==> config.mk <==
export PLATFORM = sky130hd
export DESIGN_NAME = hc3_queue
export DESIGN_NICKNAME = d
export VERILOG_FILES = /design/src/rtl/hc3_pkg.sv /design/src/rtl/hc3_queue.sv
export SDC_FILE = /design/constraint.sdc
export NUM_CORES = 1
export LEC_CHECK = 0
export BUFFER_PORTS_ARGS = -buffer_cell sky130_fd_sc_hd__buf_2
export CORE_MARGIN = 3
export CORE_UTILIZATION = 45
export CTS_CLUSTER_DIAMETER = 200
export DETAILED_ROUTE_END_ITERATION = 10
export PLACE_DENSITY = 0.84
export SETUP_SLACK_MARGIN = 0.4
export SYNTH_ARGS = -nofsm -noshare
export SYNTH_HDL_FRONTEND = slang
export SYNTH_SLANG_ARGS = --single-unit
==> constraint.sdc <==
create_clock -name i_clk -period 1.5 [get_ports i_clk]
set_input_delay 0.075 -clock i_clk [delete_from_list [all_inputs] [get_ports i_clk]]
set_output_delay 0.075 -clock i_clk [all_outputs]
set_load 0.005 [all_outputs]
==> src/rtl/hc3_pkg.sv <==
// hc3_pkg: shared types, constants and mod-26 helpers for the 3x3 hill cipher block
// no dependencies; imported by every other file in rtl

package hc3_pkg;

    localparam int DIM      = 3;
    localparam int MODULUS  = 26;
    localparam int LET_W    = 5;
    localparam int KEY_N    = DIM * DIM;
    localparam int KEY_W    = KEY_N * LET_W;
    localparam int QDEPTH   = 2;
    localparam int QPTR_W   = $clog2(QDEPTH);
    localparam int QCNT_W   = $clog2(QDEPTH + 1);
    localparam int DER_LAT  = 4;
    localparam int DCNT_W   = $clog2(DER_LAT + 1);
    localparam int PROD_W   = 2 * LET_W;
    localparam int COF_W    = PROD_W + 1;
    localparam int DET_W    = COF_W + LET_W + 2;
    localparam int SUM_W    = PROD_W + 2;
    localparam int RED_W    = 20;

    typedef logic [LET_W-1:0]       t_let;
    typedef t_let [KEY_N-1:0]       t_mat;
    typedef logic [PROD_W-1:0]      t_prod;
    typedef logic signed [COF_W-1:0] t_cof;

    typedef enum logic {
        OP_ENC = 1'b0,
        OP_DEC = 1'b1
    } t_op;

    typedef struct packed {
        t_op              op;
        t_let [DIM-1:0]   ltr;
    } t_item;

    typedef struct packed {
        logic ready;
        logic ok;
    } t_keyinfo;

    // signed value into 0..25; quotient by reciprocal, valid for |v| < 2**19
    function automatic t_let red26(input logic signed [RED_W-1:0] v);
        logic [RED_W-1:0]     a;
        logic [RED_W+14:0]    p;
        logic [RED_W-1:0]     q;
        logic [RED_W-1:0]     r;
        a = v[RED_W-1] ? RED_W'(-v) : RED_W'(v);
        p = a * 15'd20164;
        q = RED_W'(p >> 19);
        r = a - RED_W'(q * RED_W'(MODULUS));
        if (r >= RED_W'(MODULUS)) begin
            r = r - RED_W'(MODULUS);
        end
        if (v[RED_W-1] && (r != '0)) begin
            r = RED_W'(MODULUS) - r;
        end
        return r[LET_W-1:0];
    endfunction

    // multiplicative inverse mod 26, zero when none exists
    function automatic t_let inv26(input t_let d);
        t_let k;
        case (d)
            5'd1:    k = 5'd1;
            5'd3:    k = 5'd9;
            5'd5:    k = 5'd21;
            5'd7:    k = 5'd15;
            5'd9:    k = 5'd3;
            5'd11:   k = 5'd19;
            5'd15:   k = 5'd7;
            5'd17:   k = 5'd23;
            5'd19:   k = 5'd11;
            5'd21:   k = 5'd5;
            5'd23:   k = 5'd17;
            5'd25:   k = 5'd25;
            default: k = 5'd0;
        endcase
        return k;
    endfunction

endpackage

==> src/rtl/hc3_queue.sv <==
// hc3_queue: short register queue between the front and back parts
// depends on hc3_pkg

module hc3_queue (
    input  logic            i_clk,
    input  logic            i_rst_n,
    input  logic            i_push,
    input  hc3_pkg::t_item  i_item,
    output logic            o_ready,
    output logic            o_valid,
    input  logic            i_pop,
    output hc3_pkg::t_item  o_item
);
    import hc3_pkg::*;

    t_item               r_mem [QDEPTH];
    logic [QPTR_W-1:0]   r_wp;
    logic [QPTR_W-1:0]   r_rp;
    logic [QCNT_W-1:0]   r_cnt;
    logic [QCNT_W-1:0]   n_cnt;

    assign o_ready = r_cnt != QCNT_W'(QDEPTH);
    assign o_valid = r_cnt != '0;
    assign o_item  = r_mem[r_rp];

    always_comb begin
        case ({i_push, i_pop})
            2'b10:   n_cnt = r_cnt + 1'b1;
            2'b01:   n_cnt = r_cnt - 1'b1;
            default: n_cnt = r_cnt;
        endcase
    end

    // pointers wrap on their own since the depth is a power of two
    always_ff @(posedge i_clk) begin
        if (!i_rst_n) begin
            r_wp  <= '0;
            r_rp  <= '0;
            r_cnt <= '0;
        end else begin
            r_cnt <= n_cnt;
            if (i_push) begin
                r_wp <= r_wp + 1'b1;
            end
            if (i_pop) begin
                r_rp <= r_rp + 1'b1;
            end
        end
    end

    always_ff @(posedge i_clk) begin
        if (i_push) begin
            r_mem[r_wp] <= i_item;
        end
    end

endmodule

==> impl_metrics.csv <==
group,metric,value,unit
global_route,grtUsageTotal,14.2,%
pwr,powerDensity,1020,nW/um2
clocking,htreeDepth,2,
layout,nNetsFinal,158,
logic_synthesis,syn_area_per_cell,19.0,um2
logic_synthesis,yosys.area_share.simple,3.93,%
detailed_routing,viasPerCell,4.94,
layout,stdcell_area,2050,um2
sta,clock.fmax,721,MHz
clocking,root_buffer,"clkbuf_4",
clocking,worst_skew_pair.late_latency,0.32,ns
detailed_routing,drcViolationCount,0,
pwr,vdd_drop_max,579,uV
floorplan,die_y,61.1,um
detailed_routing,vias,835,
clocking,cts_tree,"done",
placed_design,finalWeightedCongestion,0.650,
global_route,grt_pass1_vias,818,
logic_synthesis,synth_area,1370,um2
worst_setup_path,crit_arrival,1.31,ns
global_route,grt_remaining_overflow,0,
logic_synthesis,ys_seq_area_share,77.6,%
worst_setup_path,critPathLaunchType,"register",
worst_setup_path,reg2reg_from,"r_cnt[0]",
worst_setup_path,path_class,"reg -> out",
logic_synthesis,synthesis.nets,93,
worst_setup_path,cp.required,1.42,ns
global_route,grt_max_degree,17,
clocking,cts_sinks,37,
placed_design,io_buffer_count,37,
floorplan,die_area,3740,um2
layout,area_growth,50.0,%
layout,diodes,0,
detailed_routing,ant_nets,0,
worst_setup_path,ff2ff_setup_slack,0.48,ns
flow_run,maxCapViolations,0,
detailed_routing,drt-initial-drc-count,24,
sta,relSlewSlack,84.6,%
sta,rsz0062_at_grt,"yes",
layout,drive_gt1_share,50.7,%
logic_synthesis,synth_top_family_by_area,"multiplexers",
clocking,cts_made_buffers,5,
placed_design,hpwlAfterDp,1630,um
logic_synthesis,synth_top_area_share,70.3,%
detailed_routing,wire_per_inst,15.6,um
clocking,clk_pin_slew_worst_paths,0.09,ns
logic_synthesis,synthTopCellsByArea,"edfxtp_1, mux2_1, dfxtp_1",
clocking,clk_path_buf_depth,2,
floorplan,start_util,48.3,%
worst_hold_path,hp-class,"in -> reg",
floorplan,die_width,61.1,um
floorplan,io_pins,38,
sta,finalCriticalPeriod,1.39,ns
sta,fin_crit_sh,92.5,%
sta,hold_violations,0,
logic_synthesis,synth_xor_area_share,1.92,%
sta,slew_violations,0,
logic_synthesis,synthAdderAreaFrac,0.915,%
logic_synthesis,syn_inst,72,
sta,setup_tns,0,ns
global_route,grt_antenna_before_repair,0,
sta,max_slew.worst_pin.slew,0.231,ns
logic_synthesis,ys_ff_latch,37,
sta,worst_slack,0.113,ns
detailed_routing,routed_wl,2640,um
global_route,grt_pass1_wl,3620,um
logic_synthesis,yosys.area.top_type,"edfxtp_1",
placed_design,postPlaceCellArea,1620,um2
worst_setup_path,rr_endpoint,"r_cnt[1]",
status,status,"finished clean",
placed_design,dpl_worst_slack,0.291,ns
sta,finalSetupViolCount,0,
logic_synthesis,ys_types,18,
worst_setup_path,crit_fanout,5,
logic_synthesis,synth_compound_area_share,1.46,%
floorplan,core_area,2830,um2
worst_hold_path,hold_depth,3,
worst_setup_path,ff2ff_path_depth,3,
worst_hold_path,min_from,"i_pop",
logic_synthesis,synth_mux_area_share,13.2,%
worst_setup_path,cp-end-kind,"output port",
logic_synthesis,ys_warn_count,0,
pwr,p_leak,0.000828,uW
sta,fin_skew,0.00715,ns
detailed_routing,firstDrtPassIters,4,
floorplan,num_rows,19,
==> cell families after synthesis <==
kind of cell | count (synthesis)
flip-flops | 37
multiplexers | 16
AND/OR/NAND/NOR | 9
AO/OA/AOI/OAI | 3
XOR/XNOR | 3
buffers and inverters | 3
adder cells (fa/ha/maj) | 1
==> worst max-delay path by stage <==
stage	from	endpoint	slack, ns
after global routing	register	o_item[14]	0.06
after detailed placement	register	o_item[14]	0.29
after global placement	register	o_item[14]	0.31
final	register	o_item[14]	0.11
after floorplan	r_wp	r_mem[0][0]	0.34
after CTS	register	o_item[14]	0.1
==> power breakdown <==
| part | switching [uW] | leakage, uW | internal [uW] | total, uW |
|---|---|---|---|---|
| sequential | 30.8 | 0.000343 | 1180 | 1220 |
| clock | 278 | 0.0000265 | 187 | 465 |
| combinational | 135 | 0.000458 | 269 | 404 |
==> stage by stage <==
step / util, % / cells / hold slack (ns) / power [uW]
finish: 72.5 / 169 / 0.0855 / 2080
global placement: 57.3 / 141 / 0.265 / 1450
floorplan: - / 72 / 0.174 / 1340
CTS: 66.5 / 168 / 0.0670 / 1990
detailed placement: 57.3 / 141 / 0.267 / 1470
global route: 72.5 / 169 / 0.0838 / 2180
==> cells in the mapped netlist <==
library cell,count
nor2_1,1
and2_1,4
or3_1,1
dfxtp_1,5
or2_2,1
ha_1,1
o21ai_0,1
edfxtp_1,32
inv_1,1
a21boi_1,1
buf_2,2
nand2b_1,1
xnor2_1,2
xor2_1,1
mux2_2,4
nor2b_1,1
mux2_1,12
o21a_1,1
==> area by class of cell <==
type,count,area [um2]
timing repair buffer,60,534
multi-input combinational,32,357
clock buffer,8,48.8
fill,179,777
tap,31,38.8
sequential,37,1070
inverter,1,3.75
==> metal layers <==
| metal | vias up | track usage, % | routed length (um) |
|---|---|---|---|
| met5 | - | 0 | 0 |
| met4 | 0 | 7.43 | 56 |
| met3 | 7 | 6.08 | 198 |
| met2 | 40 | 24.5 | 1280 |
| met1 | 388 | 14.5 | 1110 |
| li1 | 400 | - | - |
==> critical path: stages, from the launching register on <==
cell	delay, ns
dfxtp_4	0.41
clkbuf_16	0.16
mux2_4	0.30
buf_6	0.12
==> layout by cell type, fill, tap and decap left out <==
| cell type | n |
|---|---|
| clkbuf_16 | 1 |
| buf_6 | 17 |
| xnor2_1 | 2 |
| mux2_4 | 15 |
| inv_1 | 1 |
| o21a_1 | 1 |
| o21ai_0 | 1 |
| dfxtp_1 | 2 |
| or2_4 | 1 |
| ha_1 | 1 |
| buf_4 | 3 |
| a21boi_1 | 1 |
| or3_1 | 1 |
| dlygate4sd3_1 | 17 |
| clkbuf_1 | 3 |
| nand2b_1 | 1 |
| xor2_1 | 1 |
| edfxtp_1 | 32 |
| buf_12 | 1 |
| clkbuf_4 | 5 |
| and2_1 | 3 |
| dfxtp_4 | 2 |
| nor2b_1 | 1 |
| mux2_2 | 1 |
| and2_4 | 1 |
| dfxtp_2 | 1 |
| buf_2 | 21 |
| nor2_2 | 1 |
==> registers in the layout (all words and copies together), names as in the netlist, named ones only <==
| register | cells |
|---|---|
| r_rp | 1 |
| r_wp | 1 |
| r_cnt | 2 |
| r_mem | 32 |
==> timing repair <==
action | in CTS | in global routing
setup endpoints to repair | 33 | 17
pin swaps | 0 | 1
cloned | 0 | 1
buffers inserted | 2 | 0
gates resized for setup | 9 | 30
hold buffers | 17 | 0
endpoints found under the hold margin | 33 | 0
Power figures use the tool's default switching activity.
