$ cat src/rtl/hc3_pkg.sv
// hc3_pkg: shared types, constants and mod-26 helpers for the 3x3 hill cipher block
// no dependencies; imported by every other file in rtl

package hc3_pkg;

    localparam int DIM      = 3;
    localparam int MODULUS  = 26;
    localparam int LET_W    = 5;
    localparam int KEY_N    = DIM * DIM;
    localparam int KEY_W    = KEY_N * LET_W;
    localparam int QDEPTH   = 2;
    localparam int QPTR_W   = $clog2(QDEPTH);
    localparam int QCNT_W   = $clog2(QDEPTH + 1);
    localparam int DER_LAT  = 4;
    localparam int DCNT_W   = $clog2(DER_LAT + 1);
    localparam int PROD_W   = 2 * LET_W;
    localparam int COF_W    = PROD_W + 1;
    localparam int DET_W    = COF_W + LET_W + 2;
    localparam int SUM_W    = PROD_W + 2;
    localparam int RED_W    = 20;

    typedef logic [LET_W-1:0]       t_let;
    typedef t_let [KEY_N-1:0]       t_mat;
    typedef logic [PROD_W-1:0]      t_prod;
    typedef logic signed [COF_W-1:0] t_cof;

    typedef enum logic {
        OP_ENC = 1'b0,
        OP_DEC = 1'b1
    } t_op;

    typedef struct packed {
        t_op              op;
        t_let [DIM-1:0]   ltr;
    } t_item;

    typedef struct packed {
        logic ready;
        logic ok;
    } t_keyinfo;

    // signed value into 0..25; quotient by reciprocal, valid for |v| < 2**19
    function automatic t_let red26(input logic signed [RED_W-1:0] v);
        logic [RED_W-1:0]     a;
        logic [RED_W+14:0]    p;
        logic [RED_W-1:0]     q;
        logic [RED_W-1:0]     r;
        a = v[RED_W-1] ? RED_W'(-v) : RED_W'(v);
        p = a * 15'd20164;
        q = RED_W'(p >> 19);
        r = a - RED_W'(q * RED_W'(MODULUS));
        if (r >= RED_W'(MODULUS)) begin
            r = r - RED_W'(MODULUS);
        end
        if (v[RED_W-1] && (r != '0)) begin
            r = RED_W'(MODULUS) - r;
        end
        return r[LET_W-1:0];
    endfunction

    // multiplicative inverse mod 26, zero when none exists
    function automatic t_let inv26(input t_let d);
        t_let k;
        case (d)
            5'd1:    k = 5'd1;
            5'd3:    k = 5'd9;
            5'd5:    k = 5'd21;
            5'd7:    k = 5'd15;
            5'd9:    k = 5'd3;
            5'd11:   k = 5'd19;
            5'd15:   k = 5'd7;
            5'd17:   k = 5'd23;
            5'd19:   k = 5'd11;
            5'd21:   k = 5'd5;
            5'd23:   k = 5'd17;
            5'd25:   k = 5'd25;
            default: k = 5'd0;
        endcase
        return k;
    endfunction

endpackage

$ cat src/rtl/hc3_keygen.sv
// hc3_keygen: key register and the staged derivation of the inverse key mod 26
// depends on hc3_pkg

module hc3_keygen (
    input  logic                          i_clk,
    input  logic                          i_rst_n,
    input  logic                          i_cfg_we,
    input  logic [hc3_pkg::KEY_W-1:0]     i_cfg_wdata,
    output hc3_pkg::t_mat                 o_key,
    output hc3_pkg::t_mat                 o_inv,
    output hc3_pkg::t_keyinfo             o_info
);
    import hc3_pkg::*;

    logic [KEY_W-1:0]    r_key;
    t_mat                w_k;
    t_cof                r_cof  [KEY_N];
    t_cof                n_cof  [KEY_N];
    t_let                r_cofr [KEY_N];
    logic signed [DET_W-1:0] r_det;
    logic signed [DET_W-1:0] n_det;
    t_let                r_kinv;
    t_mat                r_inv;
    logic                r_ok;
    logic [DCNT_W-1:0]   r_cnt;

    assign w_k         = r_key;
    assign o_key       = w_k;
    assign o_inv       = r_inv;
    assign o_info.ready = r_cnt == DCNT_W'(DER_LAT);
    assign o_info.ok    = r_ok;

    // signed cofactors from the cyclic form of the 3x3 minors
    always_comb begin
        for (int i = 0; i < DIM; i++) begin
            for (int j = 0; j < DIM; j++) begin
                n_cof[i*DIM+j] =
                    $signed({1'b0, t_prod'(w_k[((i+1)%DIM)*DIM + (j+1)%DIM]
                                         * w_k[((i+2)%DIM)*DIM + (j+2)%DIM])})
                  - $signed({1'b0, t_prod'(w_k[((i+1)%DIM)*DIM + (j+2)%DIM]
                                         * w_k[((i+2)%DIM)*DIM + (j+1)%DIM])});
            end
        end
    end

    always_comb begin
        n_det = '0;
        for (int f = 0; f < DIM; f++) begin
            n_det = n_det + $signed({1'b0, w_k[f]}) * r_cof[f];
        end
    end

    always_ff @(posedge i_clk) begin
        if (!i_rst_n) begin
            r_key <= '0;
        end else if (i_cfg_we) begin
            r_key <= i_cfg_wdata;
        end
    end

    // settle count restarts on every key write
    always_ff @(posedge i_clk) begin
        if (!i_rst_n || i_cfg_we) begin
            r_cnt <= '0;
        end else if (r_cnt != DCNT_W'(DER_LAT)) begin
            r_cnt <= r_cnt + 1'b1;
        end
    end

    always_ff @(posedge i_clk) begin
        for (int k = 0; k < KEY_N; k++) begin
            r_cof[k]  <= n_cof[k];
            r_cofr[k] <= red26(RED_W'(r_cof[k]));
        end
        r_det  <= n_det;
        r_kinv <= inv26(red26(RED_W'(r_det)));
        r_ok   <= r_kinv != '0;
        // inverse is the transposed cofactor matrix scaled by the det inverse
        for (int i = 0; i < DIM; i++) begin
            for (int j = 0; j < DIM; j++) begin
                r_inv[j*DIM+i] <= red26(RED_W'(t_prod'(r_cofr[i*DIM+j] * r_kinv)));
            end
        end
    end

endmodule

$ cat config.mk
export PLATFORM = sky130hd
export DESIGN_NAME = hc3_keygen
export DESIGN_NICKNAME = d
export VERILOG_FILES = /design/src/rtl/hc3_pkg.sv /design/src/rtl/hc3_keygen.sv
export SDC_FILE = /design/constraint.sdc
export NUM_CORES = 2
export LEC_CHECK = 0
export BUFFER_PORTS_ARGS = -buffer_cell sky130_fd_sc_hd__buf_2
export CAP_MARGIN = 15
export CORE_MARGIN = 5
export CORE_UTILIZATION = 45
export CTS_CLUSTER_DIAMETER = 100
export CTS_CLUSTER_SIZE = 10
export DETAILED_ROUTE_END_ITERATION = 10
export PLACE_DENSITY = 0.58
export SETUP_SLACK_MARGIN = 0.3
export SLEW_MARGIN = 20
export SYNTH_ARGS = -nofsm -noshare
export SYNTH_HDL_FRONTEND = slang
export SYNTH_SLANG_ARGS = --single-unit
$ cat constraint.sdc
create_clock -name i_clk -period 13.25 [get_ports i_clk]
set_input_delay 2.65 -clock i_clk [delete_from_list [all_inputs] [get_ports i_clk]]
set_output_delay 2.65 -clock i_clk [all_outputs]
set_load 0.03 [all_outputs]
==> flow_summary.json <==
{
  "status": "complete, no violations",
  "hold_viol": 0,
  "grt_pass1_wl_um": 437000,
  "cap_violations": 0,
  "drtIter0Drc": 2611,
  "grt_overflow": 0,
  "cts_root_buf": "clkbuf_16",
  "synth_area_per_cell_sq_um": 9.06,
  "rr_worst_depth": 54,
  "hold_class": "register to register",
  "crit_top_cell": "ha_1",
  "register_area_sq_um": 5240,
  "fillers": 26844,
  "start_util_pct": 45.1,
  "relSlewSlack_pct": 27.6,
  "required_ns": 13.80,
  "route.detailed.drc": 0,
  "io_buffers": 139,
  "r2r-start": "r_cof[0][2]$_DFF_P_",
  "path_clk_slew_ns": 0.06,
  "clk_latency_ns": 0.72,
  "synth.distinct_cells": 100,
  "tightest_slew_ns": 1.08,
  "max_stage_delay_ns": 0.58,
  "wirelength_um": 251000,
  "async_reset_ff_share_pct": 0,
  "hp-start": "r_cnt[1]$_SDFFE_PP0N_",
  "hpwl_um": 218000,
  "pin_count": 140,
  "ys_warn_count": 0,
  "row_count": 193,
  "layout_common_cells": "inv_1, ha_1, fa_1",
  "synth-edff-count": 0,
  "synth_seq_cells": 261,
  "syn_inst": 13722,
  "die_y_um": 536,
  "multi_input_area_sq_um": 109000,
  "ys.flop_type": "dfxtp_1",
  "cts_made_buffers": 45,
  "die_x_um": 536,
  "setup_tns_ns": 0,
  "final_common_cell": "inv_1",
  "cts_tree": "done",
  "crit_arrival_ns": 12.76,
  "path_max_fanout": 6,
  "grt_antenna_before_repair": 11,
  "finalCriticalPeriod_ns": 12.20,
  "rrSetupSlack_ns": 1.05,
  "ant_nets": 0,
  "r2r_end": "r_cofr[0][3]$_DFF_P_",
  "fin_skew_ns": 0.0633,
  "clock_path_buffers": 3,
  "rsz0062_at_grt": "yes",
  "grt_max_degree": 47,
  "critPathKind": "register to register",
  "min_path_cells": 2,
  "vias": 88641,
  "worst_setup_path_start_kind": "register",
  "drv_slew": 0,
  "htreeDepth": 2,
  "grt_use_total_pct": 18.0,
  "crit_slowest_cell": "fa_1",
  "cts.sinks": 261,
  "via_per_inst": 4.83,
  "ys_seq_area_share_pct": 4.20,
  "period_share_pct": 92.1,
  "hold_end": "r_cnt[1]$_SDFFE_PP0N_",
  "setup-violations-final": 0,
  "endpoint_kind": "register",
  "gp_congestion": 0.819,
  "max_freq_mhz": 81.9,
  "nNetsFinal": 19381,
  "drive_above_1_share_pct": 5.10,
  "synthToLayoutAreaGrowth_pct": 9.14,
  "firstDrtPassIters": 5,
  "post_drt_wl_per_cell_um": 13.7,
  "grt_pass1_vias": 90896,
  "core_sq_um": 276000,
  "syn-cell-area_sq_um": 124000,
  "dieArea_sq_um": 287000
}
[Yosys cell counts, types with 34 or more instances]
cell	number	area (sq um)
and3_1	69	432
mux2i_1	74	741
nand4_1	34	213
and2_1	547	3420
o21ai_0	313	1570
nand3_1	133	666
a21oi_1	574	2870
fa_1	1789	35800
or2_2	52	325
nor2b_1	117	732
a21o_1	288	2160
xor2_1	293	2570
nand2b_1	105	657
a211oi_1	53	398
or3_1	77	482
nor3_1	158	791
o31ai_1	45	338
nand2_1	644	2420
nor2_1	337	1260
inv_1	3255	12200
a31oi_1	48	300
o211ai_1	53	398
clkbuf_1	188	706
ha_1	2928	36600
o21bai_1	179	1340
xnor2_1	544	4760
dfxtp_1	261	5230
o21a_1	72	541
[worst max-delay path by stage]
stage / start / end / slack [ns] / cells after the start
after floorplan: r_cof[0][11]$_DFF_P_ / r_cofr[0][9]$_DFF_P_ / 0.89 / 54
after detailed placement: r_cof[0][12]$_DFF_P_ / r_cofr[0][6]$_DFF_P_ / 0.22 / 53
after global placement: r_cof[0][12]$_DFF_P_ / r_cofr[0][9]$_DFF_P_ / 0.45 / 53
after global routing: r_cof[0][69]$_DFF_P_ / r_cofr[0][34]$_DFF_P_ / 0.19 / 48
final: r_cof[0][2]$_DFF_P_ / r_cofr[0][3]$_DFF_P_ / 1.05 / 54
after CTS: r_cof[0][2]$_DFF_P_ / r_cofr[0][3]$_DFF_P_ / 0.31 / 53
[cell type report]
cell class | instances | area share (%)
diodes | 7 | 0.0129
multi-input cells | 10643 | 80.6
clock inverters | 26 | 0.242
well taps | 3705 | 3.42
flip-flops and latches | 261 | 3.86
inverters | 3257 | 9.01
repair buffers | 408 | 2.00
clock buffers | 48 | 0.845
[timing repair]
action,in CTS,in global routing
hold buffers,0,0
setup endpoints to repair,4,39
resized for setup,4,165
buffers inserted,0,37
pin swaps,0,34
[metal layers]
layer	global-route usage, %	vias to the layer above	part of all wire, %
li1	-	45517	-
met1	25.7	42285	50
met4	2.48	0	1.2
met3	1.33	129	2.6
met5	0	-	0
met2	30.8	710	46
[metrics by stage]
step                      std cells  instance area, sq um  util (%)  hold WS, ns  worst slack, ns
after floorplan               14354                127000         -        0.436            0.891
after global placement        18237                133000      48.3        0.467            0.446
after detailed placement      18237                133000      48.3        0.477            0.225
after CTS                     18311                135000      48.8        0.484            0.312
after global routing          18349                136000      49.2        0.541            0.195
final                         18355                136000      49.2        0.478             1.05
[critical path, delay by kind of cell, from the launching register on]
family	cells	cell delay [ns]
DFF	1	0.31
and+or+nand+nor	8	2.14
xor gates and xnor gates	4	0.69
AOI/OAI and AO/OA	24	3.95
adders and majority gates	11	4.13
buffers and inverters	7	0.78
[flip-flops by register name, indices dropped and copies added, names as in the netlist]
signal and count:
r_ok 1, r_cnt 3, o_inv 45, r_cofr 45
o_key 45, r_det 18, r_kinv 5, r_cof 99
[kinds of logic after synthesis]
logic type,count (synthesis),share of synthesized area (%)
other,2,0.00604
buffers and inverters,3450,10.4
AND/OR/NAND/NOR,2413,10.1
multiplexers,87,0.713
XOR/XNOR,841,5.96
flip-flops,261,4.20
adder cells (fa/ha/maj),4720,58.3
AO/OA/AOI/OAI,1948,10.3
Power is not shown: default switching activity piles up to over one toggle a cycle in this logic, so the estimate is an artifact.
