[src/rtl/hc3_pkg.sv]
// hc3_pkg: shared types, constants and mod-26 helpers for the 3x3 hill cipher block
// no dependencies; imported by every other file in rtl

package hc3_pkg;

    localparam int DIM      = 3;
    localparam int MODULUS  = 26;
    localparam int LET_W    = 5;
    localparam int KEY_N    = DIM * DIM;
    localparam int KEY_W    = KEY_N * LET_W;
    localparam int QDEPTH   = 2;
    localparam int QPTR_W   = $clog2(QDEPTH);
    localparam int QCNT_W   = $clog2(QDEPTH + 1);
    localparam int DER_LAT  = 4;
    localparam int DCNT_W   = $clog2(DER_LAT + 1);
    localparam int PROD_W   = 2 * LET_W;
    localparam int COF_W    = PROD_W + 1;
    localparam int DET_W    = COF_W + LET_W + 2;
    localparam int SUM_W    = PROD_W + 2;
    localparam int RED_W    = 20;

    typedef logic [LET_W-1:0]       t_let;
    typedef t_let [KEY_N-1:0]       t_mat;
    typedef logic [PROD_W-1:0]      t_prod;
    typedef logic signed [COF_W-1:0] t_cof;

    typedef enum logic {
        OP_ENC = 1'b0,
        OP_DEC = 1'b1
    } t_op;

    typedef struct packed {
        t_op              op;
        t_let [DIM-1:0]   ltr;
    } t_item;

    typedef struct packed {
        logic ready;
        logic ok;
    } t_keyinfo;

    // signed value into 0..25; quotient by reciprocal, valid for |v| < 2**19
    function automatic t_let red26(input logic signed [RED_W-1:0] v);
        logic [RED_W-1:0]     a;
        logic [RED_W+14:0]    p;
        logic [RED_W-1:0]     q;
        logic [RED_W-1:0]     r;
        a = v[RED_W-1] ? RED_W'(-v) : RED_W'(v);
        p = a * 15'd20164;
        q = RED_W'(p >> 19);
        r = a - RED_W'(q * RED_W'(MODULUS));
        if (r >= RED_W'(MODULUS)) begin
            r = r - RED_W'(MODULUS);
        end
        if (v[RED_W-1] && (r != '0)) begin
            r = RED_W'(MODULUS) - r;
        end
        return r[LET_W-1:0];
    endfunction

    // multiplicative inverse mod 26, zero when none exists
    function automatic t_let inv26(input t_let d);
        t_let k;
        case (d)
            5'd1:    k = 5'd1;
            5'd3:    k = 5'd9;
            5'd5:    k = 5'd21;
            5'd7:    k = 5'd15;
            5'd9:    k = 5'd3;
            5'd11:   k = 5'd19;
            5'd15:   k = 5'd7;
            5'd17:   k = 5'd23;
            5'd19:   k = 5'd11;
            5'd21:   k = 5'd5;
            5'd23:   k = 5'd17;
            5'd25:   k = 5'd25;
            default: k = 5'd0;
        endcase
        return k;
    endfunction

endpackage

[src/rtl/hc3_if.sv]
// hc3_if: valid/ready channel interfaces for letter blocks and results
// depends on hc3_pkg

interface hc3_in_if;
    import hc3_pkg::*;
    logic valid;
    logic ready;
    logic command;
    t_let letter_a;
    t_let letter_b;
    t_let letter_c;

    modport source (output valid, command, letter_a, letter_b, letter_c, input ready);
    modport sink   (input valid, command, letter_a, letter_b, letter_c, output ready);
endinterface


[src/rtl/hc3_front.sv]
// hc3_front: input register stage, decodes the command and pushes into the queue
// depends on hc3_pkg, hc3_if

module hc3_front (
    input  logic            i_clk,
    input  logic            i_rst_n,
    hc3_in_if.sink          i_blk,
    input  logic            i_q_ready,
    output logic            o_push,
    output hc3_pkg::t_item  o_item
);
    import hc3_pkg::*;

    logic  r_vld;
    t_item r_item;
    t_item n_item;

    assign i_blk.ready = !r_vld || i_q_ready;
    assign o_push      = r_vld && i_q_ready;
    assign o_item      = r_item;

    always_comb begin
        n_item.op     = i_blk.command ? OP_DEC : OP_ENC;
        n_item.ltr[0] = i_blk.letter_a;
        n_item.ltr[1] = i_blk.letter_b;
        n_item.ltr[2] = i_blk.letter_c;
    end

    always_ff @(posedge i_clk) begin
        if (!i_rst_n) begin
            r_vld <= 1'b0;
        end else if (i_blk.ready) begin
            r_vld <= i_blk.valid;
        end
    end

    always_ff @(posedge i_clk) begin
        if (i_blk.valid && i_blk.ready) begin
            r_item <= n_item;
        end
    end

endmodule

[src/flat_wrapper.sv]
// flat-port wrapper written by rule: the top's interface ports become plain ports
module hc3_front_flat import hc3_pkg::*;
  (i_clk, i_rst_n, i_q_ready, o_push, o_item, i_blk_valid, i_blk_command, i_blk_letter_a, i_blk_letter_b, i_blk_letter_c, i_blk_ready);
  hc3_in_if i_blk_i ();
  input  logic i_clk;
  input  logic i_rst_n;
  input  logic i_q_ready;
  output logic o_push;
  output hc3_pkg::t_item o_item;
  input wire logic [$bits(i_blk_i.valid)-1:0] i_blk_valid;
  input wire logic [$bits(i_blk_i.command)-1:0] i_blk_command;
  input wire logic [$bits(i_blk_i.letter_a)-1:0] i_blk_letter_a;
  input wire logic [$bits(i_blk_i.letter_b)-1:0] i_blk_letter_b;
  input wire logic [$bits(i_blk_i.letter_c)-1:0] i_blk_letter_c;
  output wire logic [$bits(i_blk_i.ready)-1:0] i_blk_ready;
  assign i_blk_i.valid = i_blk_valid;
  assign i_blk_i.command = i_blk_command;
  assign i_blk_i.letter_a = i_blk_letter_a;
  assign i_blk_i.letter_b = i_blk_letter_b;
  assign i_blk_i.letter_c = i_blk_letter_c;
  assign i_blk_ready = i_blk_i.ready;
  hc3_front u_core (.i_clk(i_clk), .i_rst_n(i_rst_n), .i_blk(i_blk_i), .i_q_ready(i_q_ready), .o_push(o_push), .o_item(o_item));
endmodule
[config.mk]
export PLATFORM = sky130hd
export DESIGN_NAME = hc3_front_flat
export DESIGN_NICKNAME = d
export VERILOG_FILES = /design/src/rtl/hc3_pkg.sv /design/src/rtl/hc3_if.sv /design/src/rtl/hc3_front.sv /design/src/flat_wrapper.sv
export SDC_FILE = /design/constraint.sdc
export NUM_CORES = 1
export LEC_CHECK = 0
export BUFFER_PORTS_ARGS = -buffer_cell sky130_fd_sc_hd__buf_4
export CAP_MARGIN = 20
export CORE_MARGIN = 4
export CORE_UTILIZATION = 38
export CTS_CLUSTER_SIZE = 28
export DETAILED_ROUTE_END_ITERATION = 10
export PLACE_DENSITY_LB_ADDON = 0.15
export SYNTH_ARGS = -nofsm -noshare
export SYNTH_HDL_FRONTEND = slang
export SYNTH_SLANG_ARGS = --single-unit
export TNS_END_PERCENT = 5
[constraint.sdc]
create_clock -name i_clk -period 1.24 [get_ports i_clk]
set_input_delay 0.31 -clock i_clk [delete_from_list [all_inputs] [get_ports i_clk]]
set_output_delay 0.31 -clock i_clk [all_outputs]
set_load 0.01 [all_outputs]
==> run_results.csv, run 1 <==
group,metric,value,unit
sta,period_needed,1.19,ns
finish,syn_to_final_growth,61.0,%
floorplanning,row_count,13,
yosys,synth.most_common_cell,"edfxtp_1",
yosys,synth_mux_area_frac,0,
sta,setup_viol_count_final,0,
cts,clkSinkCount,17,
place,dp_hpwl,774,µm
critical_path,arrival,0.88,ns
yosys,synth_edf_count,16,
global_routing,grt_pass1_wl,1260,µm
critical_path,reg2regPathDepth,2,
finish,finalNetCount,84,
yosys,synth_top_family_by_area,"simple AND/OR/NAND/NOR gates",
critical_path,slowest_delay,0.35,ns
floorplanning,coreArea,1330,µm²
yosys,synthSimpleGateAreaFrac,0.0550,
cts,postCtsHoldBufs,0,
yosys,synthXorXnorAreaFrac,0,
yosys,synthCells,22,
critical_path,cp.required,0.93,ns
detailed_routing,drt-total-wl,982,µm
floorplanning,fp.dieH,45.9,µm
sta,hold_viol,0,
finish,antennaDiodeCount,0,
sta,relSlewSlack,0.863,
yosys,synthTopCellsByArea,"edfxtp_1, dfxtp_1, nand2b_4, a21boi_2, and2_4",
critical_path,crit_path_end_kind,"output port",
detailed_routing,drt_iter0_markers,1,
yosys,yosysTopAreaCell,"edfxtp_1",
sta,worst_clock_skew,0.00990,ns
detailed_routing,viasPerCell,4.29,
place,dpl.cell_count,74,
cts,clockBufferDepth,2,
critical_path,cp-start-kind,"flop",
sta,max_freq,838,MHz
hold_path,hp-class,"in2reg",
cts,clkSlewWorstSetupHoldPaths,0.10,ns
yosys,synthFlopType,"edfxtp_1",
global_routing,grt_use_total,0.0877,
yosys,synthAdderAreaFrac,0,
sta,slew_violations,0,
yosys,synth_compound_area_frac,0.0206,
yosys,ys_seq_area_frac,0.917,
yosys,ys_types,7,
status,outcome,"complete, no violations",
detailed_routing,first_pass_iters,2,
pwr,leakage,0.381,nW
sta,finalCritPeriodShare,0.963,
detailed_routing,drcViolationCount,0,
yosys,synth-seq-cells,17,
floorplanning,initial_core_util,0.409,
floorplanning,die_area,2110,µm²
place,gp_congestion,0.613,
pwr,ir_drop,909,µV
cts,tritoncts,"done",
yosys,yosys_warnings,0,
global_routing,grt_pass1_vias,288,
yosys,synth_fp_nets,42,
sta,rsz0062_at_grt,"false",
cts,cts-root-buf,"clkbuf_4",
sta,tightest_slew,0.206,ns
detailed_routing,drtAntennaViolNets,0,
global_routing,antenna_found_initial,0,
cts,htreeDepth,1,
cts,cts_buffers,3,
yosys,synthArstFlopShare,0,
detailed_routing,routedWlPerCell,12.6,µm
pwr,p_per_area,1260,nW/µm²
finish,stdcell_count,78,
global_routing,grt_max_degree,17,
sta,tns,0,ns
critical_path,critPathMaxFanout,2,
yosys,syn_area,546,µm²
detailed_routing,vias,335,
run,max_cap_violations,0,
floorplanning,ios,38,
yosys,synth_top_area_frac,0.881,
cts,clk_latency,0.28,ns
hold_path,hold_depth,1,
critical_path,path_class,"reg2out",
yosys,synth_area_per_cell,24.8,µm²
critical_path,cpMaxStageDelayCell,"dfxtp_2",
floorplanning,die_w,45.9,µm
global_routing,grt_overflow,0,
finish,finish.utilization,0.659,
critical_path,worstPathCellList,"and2_4 > buf_6",
place,port_buffers,37,
finish,drive_above_1_share,0.730,
==> what timing repair did <==
| item | CTS | global route |
|---|---|---|
| pin swaps | 0 | 1 |
| setup endpoints to repair | 1 | 1 |
| buffers inserted | 0 | 0 |
| gates cloned | 0 | 0 |
| resized for setup | 1 | 2 |
==> where the power goes <==
group | internal (mW) | switching [mW]
Sequential | 0.667 | 0.0101
Clock | 0.122 | 0.166
Combinational | 0.0851 | 0.0517
==> kinds of logic after synthesis <==
group	count (synthesis)
simple gates	3
buf+inv	1
flops	17
compound gates	1
==> registers in the layout, indices dropped and copies added, names as in the netlist <==
| signal | cells |
|---|---|
| u_core.r_vld | 1 |
| u_core.o_item | 16 |
==> worst max-delay path: cells and delay by family, from the launching register on <==
family	cells	cell delay (ns)
and+or+nand+nor	1	0.15
buffers and inverters	1	0.11
DFF	1	0.35
==> layout by cell type (no fill, tap or decap) <==
cell and instances:
a21boi_2 1, and2_4 2, buf_4 36, buf_6 1
clkbuf_4 3, clkinvlp_4 1, dfxtp_2 1, edfxtp_1 16
inv_1 1, nand2b_4 1
==> per-layer routing <==
layer / GRT usage / wire (µm)
met1: 0.0842 / 304
met2: 0.162 / 517
met3: 0.0474 / 160
met4: 0.0170 / 0
met5: 0 / 0
==> per-stage QoR <==
stage / power (mW) / worst slack (ns) / area [µm²] / hold slack, ns
after floorplan: 0.728 / 0.249 / 546 / 0.409
after global placement: 0.824 / 0.146 / 842 / 0.489
after detailed placement: 0.827 / 0.125 / 842 / 0.489
after CTS: 1.11 / 0.00143 / 873 / 0.189
after global routing: 1.16 / 0.00314 / 878 / 0.167
final: 1.10 / 0.0463 / 878 / 0.193
==> worst paths after layout <==
check / start / end / slack, ns
max reg2reg: u_core.r_vld$_SDFFE_PN0P_ / u_core.o_item[12]$_DFFE_PP_ / 0.25
max: u_core.r_vld$_SDFFE_PN0P_ / o_push / 0.05
min reg2reg: u_core.r_vld$_SDFFE_PN0P_ / u_core.r_vld$_SDFFE_PN0P_ / 0.50
min: i_blk_letter_c[0] / u_core.o_item[10]$_DFFE_PP_ / 0.19
==> cell type report <==
class,instances,area (µm²)
flip-flops and latches,17,502
fillers,109,455
repair buffers,37,282
multi-input cells,4,42.5
clock buffers,3,22.5
well taps,15,18.8
clock inverters,1,7.51
inverters,1,3.75
(Power assumes the default switching activity.)
==> run 2, diff against run 1 <==
--- a/config.mk
+++ b/config.mk
@@ -11,7 +11,7 @@
 export CORE_UTILIZATION = 38
 export CTS_CLUSTER_SIZE = 28
 export DETAILED_ROUTE_END_ITERATION = 10
-export PLACE_DENSITY_LB_ADDON = 0.15
+export PLACE_DENSITY = 0.75
 export SYNTH_ARGS = -nofsm -noshare
 export SYNTH_HDL_FRONTEND = slang
 export SYNTH_SLANG_ARGS = --single-unit
==> run_results.csv, run 2 (synthesized netlist as in run 1, its figures left out) <==
group,metric,value,unit
pwr,p_per_area,1240,nW/µm²
pwr,sequentialPowerShare,0.622,
cts,clk_latency,0.27,ns
global_routing,grt_pass1_vias,353,
sta,rsz0062_at_grt,"false",
detailed_routing,drt_iter0_markers,0,
cts,cts_buffers,3,
finish,multi_input_area,42.5,µm²
cts,postCtsHoldBufs,0,
cts,clkSlewWorstSetupHoldPaths,0.09,ns
sta,worst_clock_skew,0.00373,ns
cts,cts-root-buf,"clkbuf_4",
floorplanning,die_area,2110,µm²
run,max_cap_violations,0,
detailed_routing,drt-total-wl,1070,µm
sta,tightest_slew,0.204,ns
global_routing,grt_pass1_wl,1550,µm
finish,antennaDiodeCount,0,
detailed_routing,viasPerCell,4.35,
sta,tns,0,ns
critical_path,path_buf_inv,1,
cts,htreeDepth,1,
finish,num-fill-cells,107,
critical_path,cpMaxStageDelayCell,"dfxtp_2",
cts,cts_resized,0,
sta,finalHoldWorstSlack,0.207,ns
critical_path,worstPathCellList,"and2_4 > buf_6",
hold_path,hp-class,"in2reg",
finish,largest_reg_flops,16,
finish,final_cell_mix,"buf_4, edfxtp_1, clkbuf_4, and2_4",
finish,drive_above_1_share,0.714,
place,port_buffers,37,
global_routing,grt_use_total,0.106,
finish,final_common_cell,"buf_4",
floorplanning,row_count,13,
place,gp_congestion,0.590,
critical_path,slowest_delay,0.36,ns
detailed_routing,first_pass_iters,1,
cts,tritoncts,"done",
pwr,leakage,0.382,nW
global_routing,antenna_found_initial,0,
detailed_routing,routedWlPerCell,13.8,µm
critical_path,crit_start,"u_core.r_vld$_SDFFE_PN0P_",
detailed_routing,vias,339,
sta,max_freq,854,MHz
global_routing,grt_overflow,0,
sta,setup_viol_count_final,0,
floorplanning,ios,38,
critical_path,cp-start-kind,"flop",
cts,clockBufferDepth,2,
pwr,clkPwrFrac,0.251,
floorplanning,die_w,45.9,µm
sta,period_needed,1.17,ns
sta,slew_violations,0,
hold_path,min-delay-start,"i_blk_letter_a[0]",
detailed_routing,drtAntennaViolNets,0,
finish,finalNetCount,84,
floorplanning,fp.dieH,45.9,µm
pwr,power.switching,0.211,mW
sta,relSlewSlack,0.864,
critical_path,crit_path_end_kind,"output port",
place,dp_hpwl,890,µm
sta,finalCritPeriodShare,0.944,
status,outcome,"complete, no violations",
critical_path,critPathTopFamily,"flip-flops",
pwr,comb_power_share,0.127,
critical_path,r2r_start,"u_core.r_vld$_SDFFE_PN0P_",
critical_path,path_class,"reg2out",
floorplanning,initial_core_util,0.409,
critical_path,arrival,0.86,ns
cts,post_cts_buffers,0,
finish,syn_to_final_growth,60.3,%
critical_path,cp.required,0.93,ns
global_routing,grt_max_degree,17,
detailed_routing,drcViolationCount,0,
floorplanning,coreArea,1330,µm²
critical_path,critPathMaxFanout,2,
pwr,p_int,0.876,mW
pwr,swShare,0.194,
sta,hold_viol,0,
pwr,ir_drop,695,µV
finish,seq_area,502,µm²
cts,clkSinkCount,17,
[run 2: cell count changes in the layout (fill, tap and decap cells not counted), sizes merged]
cell,previous run,this run
clkinvlp,1,0
clkbuf,3,4
[run 2: final cells by class]
class / instances / share of cell area
clock buffers: 4 / 0.0300
multi-input cells: 4 / 0.0486
flip-flops and latches: 17 / 0.574
inverters: 1 / 0.00429
repair buffers: 37 / 0.322
well taps: 15 / 0.0215
[run 2: metal layers]
layer | share of wire | global-route usage | up-vias
met1 | 0.32 | 0.104 | 154
met3 | 0.12 | 0.0356 | 2
met2 | 0.56 | 0.195 | 20
met5 | 0 | 0 | -
li1 | - | - | 163
met4 | 0.0075 | 0.0511 | 0
[run 2: path summary, 6_finish.rpt]
| kind | end | slack, ns | depth (start not counted) |
|---|---|---|---|
| max | o_push | 0.07 | 2 |
| min | u_core.o_item[0]$_DFFE_PP_ | 0.21 | 1 |
| max reg2reg | u_core.o_item[13]$_DFFE_PP_ | 0.26 | 2 |
| min reg2reg | u_core.r_vld$_SDFFE_PN0P_ | 0.49 | 2 |
[run 2: power groups by stage]
stage	clock (mW)	sequential (mW)	combinational, mW
after floorplan	0	0.706	0.0221
after global placement	0	0.689	0.134
after detailed placement	0	0.690	0.138
after CTS	0.280	0.677	0.138
after global routing	0.317	0.680	0.148
final	0.273	0.677	0.138
[run 2: worst register-to-register path, delay by kind of cell (launching register included)]
family           cells  cell delay (ns)
DFF                  1             0.34
and+or+nand+nor      2             0.34
[run 2: stage by stage]
stage / util / std cells / power [mW] / worst slack, ns / area [µm²]
6_report: 0.656 / 78 / 1.09 / 0.0694 / 875
2_1_floorplan: - / 22 / 0.728 / 0.249 / 546
3_3_place_gp: 0.631 / 74 / 0.823 / 0.145 / 842
3_5_place_dp: 0.631 / 74 / 0.828 / 0.128 / 842
5_1_grt: 0.656 / 78 / 1.14 / 0.00488 / 875
4_1_cts: 0.651 / 78 / 1.10 / 0.00252 / 868
==> run 3, diff against run 2 <==
--- a/config.mk
+++ b/config.mk
@@ -5,13 +5,14 @@
 export SDC_FILE = /design/constraint.sdc
 export NUM_CORES = 1
 export LEC_CHECK = 0
+export ABC_AREA = 1
 export BUFFER_PORTS_ARGS = -buffer_cell sky130_fd_sc_hd__buf_4
 export CAP_MARGIN = 20
 export CORE_MARGIN = 4
-export CORE_UTILIZATION = 38
+export CORE_UTILIZATION = 37
 export CTS_CLUSTER_SIZE = 28
 export DETAILED_ROUTE_END_ITERATION = 10
-export PLACE_DENSITY = 0.75
+export PLACE_DENSITY = 0.73
 export SYNTH_ARGS = -nofsm -noshare
 export SYNTH_HDL_FRONTEND = slang
 export SYNTH_SLANG_ARGS = --single-unit
==> run_results.csv, run 3 <==
group,metric,value,unit
critical_path,crit_start,"u_core.r_vld$_SDFFE_PN0P_",
sta,max_freq,849,MHz
global_routing,grt_overflow,0,
detailed_routing,drt-total-wl,1090,µm
yosys,synth.most_common_cell,"edfxtp_1",
yosys,ys_seq_area_frac,0.928,
finish,final_cell_mix,"buf_4, edfxtp_1, inv_1, clkbuf_4",
place,gp_congestion,0.673,
floorplanning,fp.dieH,46.2,µm
critical_path,path_class,"reg2out",
pwr,p_per_area,1230,nW/µm²
finish,final_area,897,µm²
yosys,synthCells,25,
floorplanning,ios,38,
critical_path,critPathMaxFanout,3,
status,outcome,"complete, no violations",
detailed_routing,drcViolationCount,0,
floorplanning,die_w,46.2,µm
floorplanning,initial_core_util,0.404,
cts,postCtsHoldBufs,0,
finish,final_common_cell,"buf_4",
detailed_routing,met2_length,468,µm
detailed_routing,first_pass_iters,2,
critical_path,cp-start-kind,"flop",
critical_path,critical_path_depth,3,
sta,finalCritPeriodShare,0.950,
floorplanning,coreArea,1330,µm²
yosys,synthTopCellsByArea,"edfxtp_1, dfxtp_1, inv_1, a21oi_2, nand2_2",
sta,setup_viol_count_final,0,
critical_path,cp-endpoint,"o_push",
global_routing,antenna_found_initial,0,
finish,syn_to_final_growth,66.4,%
yosys,ys_types,7,
yosys,synthTopCellsByCount,"edfxtp_1, inv_1",
sta,relSlewSlack,0.912,
critical_path,worstPathCellList,"nand2_1 > inv_1 > buf_4",
finish,antennaDiodeCount,0,
critical_path,reg2regPathDepth,2,
cts,cts-root-buf,"clkbuf_4",
cts,htreeDepth,1,
finish,seq_area,504,µm²
yosys,synth_fp_nets,45,
yosys,synth_edf_count,16,
cts,cts_buffers,3,
hold_path,hp-class,"in2reg",
yosys,synth-seq-cells,17,
detailed_routing,routedWlPerCell,13.2,µm
cts,clkSinkCount,17,
place,port_buffers,37,
global_routing,grt_use_total,0.107,
critical_path,crit_path_end_kind,"output port",
critical_path,timing.rr.end,"u_core.o_item[7]$_DFFE_PP_",
yosys,synth_area_per_cell,21.6,µm²
floorplanning,row_count,13,
sta,slew_violations,0,
critical_path,cp.required,0.93,ns
yosys,synthArstFlopShare,0,
critical_path,r2r_start,"u_core.r_vld$_SDFFE_PN0P_",
detailed_routing,viasPerCell,4.40,
global_routing,grt_pass1_vias,322,
yosys,yosys_warnings,0,
cts,tritoncts,"done",
global_routing,grt_pass1_wl,1500,µm
finish,drive_above_1_share,0.672,
yosys,yosysTopAreaCell,"edfxtp_1",
pwr,ir_drop,672,µV
detailed_routing,wl_met3,218,µm
critical_path,arrival,0.87,ns
sta,worst_clock_skew,0.00297,ns
yosys,synthFlopType,"edfxtp_1",
sta,hold_viol,0,
sta,tns,0,ns
detailed_routing,drt_iter0_markers,3,
detailed_routing,vias,361,
yosys,syn_area,539,µm²
critical_path,slowest_delay,0.37,ns
finish,finalNetCount,88,
sta,rsz0062_at_grt,"false",
finish,num-fill-cells,102,
finish,multi_input_area,35.0,µm²
run,max_cap_violations,0,
yosys,synth_top_area_frac,0.891,
global_routing,grt_max_degree,17,
critical_path,path_buf_inv,2,
finish,largest_reg_flops,16,
detailed_routing,routed.top_layer,"met4",
critical_path,rrSetupSlack,0.26,ns
critical_path,critPathTopFamily,"flip-flops",
critical_path,cpMaxStageDelayCell,"dfxtp_4",
sta,tightest_slew,0.131,ns
floorplanning,die_area,2130,µm²
sta,period_needed,1.18,ns
detailed_routing,m1WireLength,391,µm
place,placed_area,867,µm²
cts,clk_latency,0.28,ns
pwr,leakage,0.399,nW
cts,clockBufferDepth,2,
cts,clkSlewWorstSetupHoldPaths,0.09,ns
detailed_routing,drtAntennaViolNets,0,
run 3: layer usage:
metal / up-vias / GRT usage
met4: 0 / 0.0511
met5: - / 0
met2: 30 / 0.154
li1: 173 / -
met1: 156 / 0.126
met3: 2 / 0.0664
run 3: timing repair:
item / 4_1_cts / 5_1_grt
buffers inserted: 0 / 0
gates resized for setup: 1 / 1
hold endpoints to repair: 0 / 0
setup endpoints to repair: 2 / 1
run 3: per-stage QoR:
| stage | hold slack [ns] | util | setup WS [ns] | power [mW] | instances |
|---|---|---|---|---|---|
| global route | 0.184 | 0.673 | 0.0127 | 1.15 | 82 |
| global placement | 0.489 | 0.650 | 0.179 | 0.835 | 78 |
| finish | 0.203 | 0.673 | 0.0624 | 1.10 | 82 |
| floorplan | 0.409 | - | 0.166 | 0.730 | 25 |
| CTS | 0.194 | 0.671 | 0.0324 | 1.12 | 82 |
| detailed placement | 0.489 | 0.650 | 0.168 | 0.840 | 78 |
run 3: area by class of cell:
class,instances,share of cell area
flip-flops and latches,17,0.562
repair buffers,38,0.332
multi-input cells,4,0.0391
clock buffers,4,0.0293
well taps,15,0.0209
inverters,4,0.0167
run 3: worst min-delay path by stage:
stage / startpoint / end / slack (ns) / cells after the start
finish: i_blk_letter_c[4] / u_core.o_item[14]$_DFFE_PP_ / 0.20 / 1
global route: i_blk_letter_a[2] / u_core.o_item[2]$_DFFE_PP_ / 0.18 / 1
CTS: i_blk_letter_c[4] / u_core.o_item[14]$_DFFE_PP_ / 0.19 / 1
detailed placement: i_blk_letter_b[0] / u_core.o_item[5]$_DFFE_PP_ / 0.49 / 1
global placement: i_blk_letter_c[1] / u_core.o_item[11]$_DFFE_PP_ / 0.49 / 1
floorplan: i_blk_letter_a[0] / u_core.o_item[0]$_DFFE_PP_ / 0.41 / 0
run 3: cells by family after synthesis:
group	synth area share
DFF	0.928
buffers and inverters	0.0278
AOI/OAI and AO/OA	0.0255
and+or+nand+nor	0.0186
run 3: power by group:
| part | total (mW) | switching [mW] | internal (mW) |
|---|---|---|---|
| Sequential | 0.678 | 0.0120 | 0.666 |
| Clock | 0.276 | 0.151 | 0.125 |
| Combinational | 0.145 | 0.0570 | 0.0882 |
| Total | 1.10 | 0.221 | 0.879 |
